--- config.mk ---
export PLATFORM = sky130hd
export DESIGN_NAME = length_prefixed_frame_deframer
export DESIGN_NICKNAME = d
export VERILOG_FILES = /design/src/rtl/lpfd_pkg.sv /design/src/rtl/lpfd_parser.sv /design/src/rtl/length_prefixed_frame_deframer.sv
export SDC_FILE = /design/constraint.sdc
export NUM_CORES = 1
export LEC_CHECK = 0
export BUFFER_PORTS_ARGS = -buffer_cell sky130_fd_sc_hd__buf_2
export CORE_MARGIN = 4
export CORE_UTILIZATION = 25
export CTS_BUF_LIST = sky130_fd_sc_hd__clkbuf_4 sky130_fd_sc_hd__clkbuf_8
export DETAILED_ROUTE_END_ITERATION = 12
export MAX_ROUTING_LAYER = met4
export PLACE_DENSITY = 0.51
export SYNTH_ARGS = -nofsm -noshare
export SYNTH_HDL_FRONTEND = slang
export SYNTH_HIERARCHICAL = 1
export SYNTH_SLANG_ARGS = --single-unit
--- constraint.sdc ---
create_clock -name clk -period 2.4 [get_ports clk]
set_clock_uncertainty 0.05 [all_clocks]
set_input_delay 0.48 -clock clk [delete_from_list [all_inputs] [get_ports clk]]
set_output_delay 0.48 -clock clk [all_outputs]
set_load 0.01 [all_outputs]
--- src/rtl/lpfd_pkg.sv ---
// Shared types and constants of the length-prefixed frame deframer.
`timescale 1ns / 1ps
package lpfd_pkg;

    localparam logic [7:0] HDR_A = 8'h11;
    localparam logic [7:0] HDR_B = 8'h22;
    localparam logic [7:0] TL_A  = 8'h33;
    localparam logic [7:0] TL_B  = 8'h44;

    localparam int CKSUM_BYTES = 2;
    localparam int SKIP_W      = $clog2(CKSUM_BYTES + 1);

    localparam int BYTE_W  = 8;
    localparam int LEN_W   = 16;
    localparam int KIND_W  = 2;
    localparam int TDATA_W = ((BYTE_W + LEN_W + 7) / 8) * 8;

    localparam logic [KIND_W-1:0] KIND_PAYLOAD  = 2'd0;
    localparam logic [KIND_W-1:0] KIND_GOOD_END = 2'd1;
    localparam logic [KIND_W-1:0] KIND_BAD_END  = 2'd2;

    typedef enum logic [2:0] {
        PH_HUNT_A,
        PH_HUNT_B,
        PH_CKSUM,
        PH_LEN_HI,
        PH_LEN_LO,
        PH_PAYLOAD,
        PH_TAIL_A,
        PH_TAIL_B
    } phase_t;

    typedef struct packed {
        logic              valid;
        logic [KIND_W-1:0] kind;
        logic [BYTE_W-1:0] data;
        logic [LEN_W-1:0]  frame_length;
    } result_t;

endpackage

--- src/rtl/lpfd_parser.sv ---
// Frame parser state machine: header hunt, checksum skip, length capture, payload and tail.
`timescale 1ns / 1ps
module lpfd_parser
(
    input  logic                    clk,
    input  logic                    rst_n,
    input  logic                    in_fire,
    input  logic [7:0]              rx_byte,
    output lpfd_pkg::result_t       res
);
    import lpfd_pkg::*;

    phase_t             phase_reg, phase_next;
    logic [LEN_W-1:0]   declared_reg, declared_next;
    logic [LEN_W-1:0]   remaining_reg, remaining_next;
    logic [SKIP_W-1:0]  skip_reg, skip_next;
    phase_t             hunt_phase;
    logic [LEN_W-1:0]   len_full;

    // A byte that breaks the header or tail may itself open a new header.
    assign hunt_phase = (rx_byte == HDR_A) ? PH_HUNT_B : PH_HUNT_A;
    assign len_full   = {declared_reg[LEN_W-1:BYTE_W], rx_byte};

    always_ff @(posedge clk or negedge rst_n)
    begin
        if (!rst_n)
        begin
            phase_reg     <= PH_HUNT_A;
            declared_reg  <= '0;
            remaining_reg <= '0;
            skip_reg      <= '0;
        end
        else if (in_fire)
        begin
            phase_reg     <= phase_next;
            declared_reg  <= declared_next;
            remaining_reg <= remaining_next;
            skip_reg      <= skip_next;
        end
    end

    // Next state and counters.
    always_comb
    begin
        phase_next     = phase_reg;
        declared_next  = declared_reg;
        remaining_next = remaining_reg;
        skip_next      = skip_reg;
        unique case (phase_reg)
            PH_HUNT_A:
            begin
                phase_next = hunt_phase;
            end
            PH_HUNT_B:
            begin
                if (rx_byte == HDR_B)
                begin
                    phase_next = PH_CKSUM;
                    skip_next  = SKIP_W'(CKSUM_BYTES);
                end
                else
                begin
                    phase_next = hunt_phase;
                end
            end
            PH_CKSUM:
            begin
                if (skip_reg > SKIP_W'(1))
                begin
                    skip_next = skip_reg - SKIP_W'(1);
                end
                else
                begin
                    skip_next  = '0;
                    phase_next = PH_LEN_HI;
                end
            end
            PH_LEN_HI:
            begin
                declared_next = {rx_byte, {BYTE_W{1'b0}}};
                phase_next    = PH_LEN_LO;
            end
            PH_LEN_LO:
            begin
                declared_next  = len_full;
                remaining_next = len_full;
                phase_next     = (len_full == '0) ? PH_TAIL_A : PH_PAYLOAD;
            end
            PH_PAYLOAD:
            begin
                remaining_next = remaining_reg - LEN_W'(1);
                if (remaining_reg == LEN_W'(1))
                begin
                    phase_next = PH_TAIL_A;
                end
            end
            PH_TAIL_A:
            begin
                phase_next = (rx_byte == TL_A) ? PH_TAIL_B : hunt_phase;
            end
            PH_TAIL_B:
            begin
                phase_next = (rx_byte == TL_B) ? PH_HUNT_A : hunt_phase;
            end
            default:
            begin
                phase_next = hunt_phase;
            end
        endcase
    end

    // Result for the byte on the input.
    always_comb
    begin
        res              = '0;
        res.frame_length = declared_reg;
        unique case (phase_reg)
            PH_PAYLOAD:
            begin
                res.valid = 1'b1;
                res.kind  = KIND_PAYLOAD;
                res.data  = rx_byte;
            end
            PH_TAIL_A:
            begin
                if (rx_byte != TL_A)
                begin
                    res.valid = 1'b1;
                    res.kind  = KIND_BAD_END;
                end
            end
            PH_TAIL_B:
            begin
                res.valid = 1'b1;
                res.kind  = (rx_byte == TL_B) ? KIND_GOOD_END : KIND_BAD_END;
            end
            default:
            begin
                res.valid = 1'b0;
            end
        endcase
    end

endmodule

--- src/rtl/length_prefixed_frame_deframer.sv ---
// A result is registered and appears on the master side in the cycle after its byte is accepted.
// Throughput: one byte per cycle; the slave side stalls only while a result is held
// in the output register and the master side is not ready.
// Reset: rst_n clears the parser to header hunt, the length and count to zero,
// and empties the output register.
`timescale 1ns / 1ps
module length_prefixed_frame_deframer
(
    input  logic                          clk,
    input  logic                          rst_n,
    input  logic                          s_tvalid,
    output logic                          s_tready,
    input  logic [7:0]                    s_tdata,  // [7:0] rx_byte
    output logic                          m_tvalid,
    input  logic                          m_tready,
    output logic [lpfd_pkg::TDATA_W-1:0]  m_tdata,  // [7:0] out_byte, [23:8] frame_length
    output logic [lpfd_pkg::KIND_W-1:0]   m_tuser   // [1:0] kind
);
    import lpfd_pkg::*;

    logic               in_fire;
    result_t            res;
    logic               out_valid_reg, out_valid_next;
    logic [KIND_W-1:0]  out_kind_reg;
    logic [BYTE_W-1:0]  out_byte_reg;
    logic [LEN_W-1:0]   out_len_reg;

    assign s_tready = !out_valid_reg || m_tready;
    assign in_fire  = s_tvalid && s_tready;

    lpfd_parser u_parser
    (
        .clk     (clk),
        .rst_n   (rst_n),
        .in_fire (in_fire),
        .rx_byte (s_tdata),
        .res     (res)
    );

    always_comb
    begin
        out_valid_next = out_valid_reg;
        if (in_fire)
        begin
            out_valid_next = res.valid;
        end
        else if (m_tready)
        begin
            out_valid_next = 1'b0;
        end
    end

    always_ff @(posedge clk or negedge rst_n)
    begin
        if (!rst_n)
        begin
            out_valid_reg <= 1'b0;
        end
        else
        begin
            out_valid_reg <= out_valid_next;
        end
    end

    always_ff @(posedge clk)
    begin
        if (in_fire && res.valid)
        begin
            out_kind_reg <= res.kind;
            out_byte_reg <= res.data;
            out_len_reg  <= res.frame_length;
        end
    end

    assign m_tvalid = out_valid_reg;
    assign m_tuser  = out_kind_reg;
    assign m_tdata  = TDATA_W'({out_len_reg, out_byte_reg});

endmodule

==> results of run 1 <==
logic make-up (layout without fill, tap and decap cells):
logic type	after synthesis	in the layout	synth area share (%)
compound gates	78	78	15.5
fa+ha+maj	2	2	0.818
buf+inv	21	78	2.70
flops	64	64	56.6
mux	10	10	3.60
simple gates	109	109	20.7
cells in the mapped netlist (all sizes together) (2+ instances only):
| cell | instances |
|---|---|
| nor2b | 4 |
| nor4 | 7 |
| and2b | 2 |
| mux2 | 8 |
| nand2 | 28 |
| o21ai | 17 |
| a21oi | 29 |
| nor3 | 5 |
| or3 | 6 |
| and2 | 3 |
| edfxtp | 26 |
| nand2b | 5 |
| nor2 | 21 |
| o22a | 4 |
| buf | 5 |
| dfrtp | 38 |
| ha | 2 |
| nand4 | 4 |
| a2bb2oi | 2 |
| and3 | 9 |
| mux2i | 2 |
| clkbuf | 13 |
| a31oi | 2 |
| o2bb2ai | 2 |
| nand3 | 10 |
| o22ai | 10 |
| inv | 3 |
stage by stage:
stage          instance area, µm²  hold WS [ns]  setup slack (ns)  power, W
2_1_floorplan                3060         0.134             0.472   0.00266
3_3_place_gp                 3510         0.360             0.159   0.00307
5_1_grt                      3740         0.373             0.325   0.00441
4_1_cts                      3740         0.355             0.498   0.00415
3_5_place_dp                 3510         0.364             0.132   0.00309
6_report                     3740         0.372             0.517   0.00411
power breakdown:
part | total, W | switching, W | internal (W)
combinational | 0.00124 | 0.000702 | 0.000540
clock | 0.00105 | 0.000451 | 0.000601
sequential | 0.00182 | 0.000332 | 0.00149
total | 0.00411 | 0.00149 | 0.00263
worst max-delay path by stage:
stage,cells after the start,to,start
2_1_floorplan,6,m_tuser[0],u_parser/phase_reg[0]
3_3_place_gp,7,out_len_reg[9],s_tdata[5]
3_5_place_dp,7,out_len_reg[12],s_tdata[5]
4_1_cts,6,u_parser/remaining_reg[7],u_parser/phase_reg[1]
5_1_grt,6,u_parser/remaining_reg[7],u_parser/phase_reg[1]
6_report,6,u_parser/remaining_reg[7],u_parser/phase_reg[1]
worst min-delay path, stage by stage:
cell      delay [ns]
buf_2           0.07
nand2b_4        0.13
nand2_1         0.05
final cells by class:
type                       instances  area [µm²]
inverter                           3        11.3
tap                              147         184
sequential                        64        1730
multi-input combinational        199        1240
clock buffer                      10         131
clock inverter                     6        92.6
timing repair buffer              59         348
fill                            1233        8270
repair_timing:
item / 4_1_cts / 5_1_grt
resized for setup: 0 / 0
hold buffers: 1 / 0
hold endpoints to repair: 11 / 0
per-layer routing:
| metal | vias to the layer above | share of wire (%) |
|---|---|---|
| li1 | 1170 | - |
| met5 | - | 0 |
| met1 | 1161 | 48 |
| met4 | 0 | 2.7 |
| met2 | 56 | 45 |
| met3 | 20 | 4.1 |
==> results.tsv, run 1 <==
metric	value	unit
drt-wirelength-per-cell	16.0	µm
cpPeakStageDelay	0.44	ns
yosys_warnings	6	
synthCells	284	
drv_slew	0	
synth_area_leaders	dfrtp_1 31%, edfxtp_1 26%, a21oi_1 4.7%, nand2_1 3.4%, nor2_1 2.6%	
ant_nets	0	
cp_cell_sequence	and2b_1, and2_1, buf_4, nor2_1, a31oi_1, o22a_1	
instances_no_fill	488	
synthFlopType	dfrtp_1	
grt_remaining_overflow	0	
first_pass_iters	4	
num_vias	2407	
synth-edff-count	26	
routabilityCongestion	0.778	
grt_pass1_vias	2307	
layout-drive-gt1-share	26.4	%
die_h	119	µm
yosysTopAreaCellShare	31.1	%
num_rows	40	
clock-sinks	64	
area_delta_synth_final	22.4	%
rsz0062_at_grt	false	
final_cell_mix	39 x buf_2, 38 x dfrtp_1, 29 x a21oi_1	
utilization	31.2	%
grt_pass1_wl	12800	µm
power_density	1100	nW/µm²
grt_util_met2	18.0	%
cts.path.max_buffers	2	
reg2reg_to	u_parser/remaining_reg[7]	
ys_seq_area_share	56.6	%
fmax	0.531	GHz
io_pins	40	
finalHoldViolCount	0	
place_hpwl	5700	µm
min_period	1.88	ns
cp_top_family	simple AND/OR/NAND/NOR gates	
syn-cell-area	3060	µm²
track_usage	12.0	%
status	complete, no violations	
htree_levels	3	
worst_ep_required_time	2.65	ns
maxSlewHeadroom	53.5	%
min_path_type	input pin to flop	
routed_via_density	4.93	
finalSetupViolCount	0	
min_from	m_tready	
critical_path_class	flop to flop	
grt_max_degree	31	
met3_usage	2.73	%
diodes	0	
cp-start-kind	flop	
synth_nets	298	
p_leak	1.55	nW
nets	350	
min_to	m_tvalid	
drtIter0Drc	169	
top_usage_layer	met2	
worst_pin_slew	0.695	ns
clockRootBuffer	clkbuf_8	
setup.worst_path.end_class	flop	
final_common_cell	buf_2	
crit_arrival	2.13	ns
cap_violations	0	
synth_seq_cells	64	
fin_crit_sh	78.4	%
whs_path_depth	3	
cts_tree	done	
rrSetupSlack	0.52	ns
core	12000	µm²
slowest_stage	and2b_1	
setup_tns	0	ns
antenna_found_initial	0	
insertion_delay	0.35	ns
worstReg2RegStart	u_parser/phase_reg[1]	
syn_area_per_cell	10.8	µm²
die_area	14100	µm²
dp_cells	471	
synth.distinct_cells	54	
use_met1	15.1	%
async_flop_share	59.4	%
wirelength	7830	µm
portBuffers	39	
cts_made_buffers	9	
dieWidth	119	µm
critical_path_buf_inv_count	1	
clk_pin_slew	0.08	ns
initial_core_util	25.5	%
synth_area_leader_cell	dfrtp_1	
post_cts_buffers	0	
rr_worst_depth	6	
vdd_drop_max	0.254	mV
cp_max_fo	16	
drc	0	
(Power assumes the default switching activity.)
==> run 2, diff against run 1 <==
PLACE_DENSITY = 0.52   (was 0.51)
clock period = 1.62 ns   (was 2.4 ns; I/O delays follow)
==> results.tsv, run 2 (synthesis results as in run 1) <==
metric	value	unit	change
violations	setup timing		
switching_share	35.2	%	was 36.1%
grt_max_degree	39		was 31
area_delta_synth_final	48.4	%	was 22.4%
nets	416		was 350
finalHoldViolCount	0		unchanged
routed_via_density	4.91		was 4.93
diodes	0		unchanged
slowest_stage	dfrtp_1		was and2b_1
cts_made_buffers	9		unchanged
placed_cell_area	3950	µm²	was 3510 µm²
setup.worst_path.end_class	flop		unchanged
clockRootBuffer	clkbuf_8		unchanged
cp_top_family	simple AND/OR/NAND/NOR gates		unchanged
rsz0062_at_grt	true		was false
clk_pin_slew	0.08	ns	about the same
critical_path_buf_inv_count	0		was 1
clockPowerShare	20.9	%	was 25.6%
place_hpwl	6160	µm	was 5700 µm
insertion_delay	0.34	ns	was 0.35 ns
cts_tree	done		unchanged
holdWs	0.214	ns	was 0.372 ns
cp_cell_sequence	nor4_4, nand4b_2, or3_1, o22a_1, o22a_1		was and2b_1, and2_1, buf_4, nor2_1, a31oi_1, o22a_1
cpPeakStageDelay	0.42	ns	was 0.44 ns
initial_core_util	25.5	%	unchanged
rrSetupSlack	-0.23	ns	was 0.52 ns
first_pass_iters	5		was 4
drc	0		unchanged
fmax	0.539	GHz	was 0.531 GHz
drtIter0Drc	189		was 169
p_leak	1.97	nW	was 1.55 nW
io_pins	40		unchanged
layout-drive-gt1-share	47.7	%	was 26.4%
power_density	1630	nW/µm²	was 1100 nW/µm²
worst_ep_required_time	1.80	ns	was 2.65 ns
crit_arrival	2.04	ns	was 2.13 ns
die_h	119	µm	unchanged
portBuffers	39		unchanged
critical_path_class	flop to flop		unchanged
min_period	1.85	ns	was 1.88 ns
track_usage	13.3	%	was 12.0%
final_cell_mix	75 x buf_4, 39 x buf_2, 37 x dfrtp_1		was 39 x buf_2, 38 x dfrtp_1, 29 x a21oi_1
worst_pin_slew	0.309	ns	was 0.695 ns
cp.depth	5		was 6
num_rows	40		unchanged
grt_pass1_wl	14400	µm	was 12,800 µm
num_vias	2718		was 2,407
wirelength	9040	µm	was 7830 µm
instances_no_fill	554		was 488
antenna_found_initial	0		unchanged
p_comb_share	43.9	%	was 30.2%
cts.path.max_buffers	2		unchanged
ant_nets	0		unchanged
core	12000	µm²	unchanged
maxSlewHeadroom	79.2	%	was 53.5%
dpl_worst_slack	-0.438	ns	was 0.132 ns
utilization	37.8	%	was 31.2%
routabilityCongestion	0.862		was 0.778
layout_setup_ws	-0.234	ns	was 0.517 ns
die_area	14100	µm²	unchanged
min_path_type	input pin to flop		unchanged
grt_pass1_vias	2693		was 2,307
htree_levels	3		unchanged
vdd_drop_max	0.503	mV	was 0.254 mV
clock-sinks	64		unchanged
dieWidth	119	µm	unchanged
finalSetupViolCount	7		was 0
design_area	4540	µm²	was 3740 µm²
drv_slew	0		unchanged
p_switching	0.00260	W	was 0.00149 W
cp_max_fo	3		was 16
cap_violations	0		unchanged
rr_worst_depth	5		was 6
final_common_cell	buf_4		was buf_2
cp-start-kind	flop		unchanged
p_int	0.00479	W	was 0.00263 W
whs_path_depth	3		unchanged
dp_cells	518		was 471
path_common_cell	o22a_1		
p_seq_share	35.3	%	was 44.2%
fin_crit_sh	114	%	was 78.4%
drt-wirelength-per-cell	16.3	µm	was 16.0 µm
status	complete, but fails checks		was complete, no violations
grt_remaining_overflow	0		unchanged
run 2: layer usage:
layer / track usage (%) / up-vias / part of all wire, %
li1: - / 1296 / -
met1: 17.3 / 1330 / 46
met2: 20.7 / 77 / 48
met3: 2.39 / 15 / 4.2
met4: 5.21 / 0 / 2.0
met5: - / - / 0
run 2: worst min-delay path, stage by stage:
cell and delay [ns]:
buf_2 0.07, nand2b_4 0.12, nand2_1 0.05
run 2: through the flow:
step           power [W]  TNS (ns)
2_1_floorplan    0.00407     -3.27
3_3_place_gp     0.00519    -11.69
3_5_place_dp     0.00523    -13.50
4_1_cts          0.00699    -0.815
5_1_grt          0.00786     -1.56
6_report         0.00739    -0.812
run 2: cell type report:
type,instances,area (µm²)
Clock buffer,9,124
Clock inverter,7,96.3
Fill cell,1182,7470
Inverter,3,13.8
Multi-Input combinational cell,200,1460
Sequential cell,64,1730
Tap cell,147,184
Timing Repair Buffer,124,927
run 2: worst paths after layout:
path | end | startpoint
max in group asynchronous | u_parser/phase_reg[0] | rst_n
worst min register to register | out_len_reg[0] | u_parser/declared_reg[0]
min in group asynchronous | u_parser/remaining_reg[1] | rst_n
worst min-delay path | m_tvalid | m_tready
worst max register to register | u_parser/remaining_reg[13] | u_parser/remaining_reg[9]
worst max-delay path | u_parser/remaining_reg[13] | u_parser/remaining_reg[9]
run 2: what timing repair did:
item	4_1_cts	5_1_grt
resized for setup	16	30
hold endpoints to repair	38	0
buffers inserted	3	15
cloned	1	1
setup endpoints to repair	44	54
pin swaps	6	12
hold buffers	1	0
run 2: power groups by stage:
stage,Sequential (W),Combinational [W],Clock (W)
detailed placement,0.00260,0.00263,0
global placement,0.00259,0.00261,0
floorplan,0.00263,0.00143,0
CTS,0.00258,0.00283,0.00158
global route,0.00266,0.00355,0.00165
finish,0.00260,0.00324,0.00154
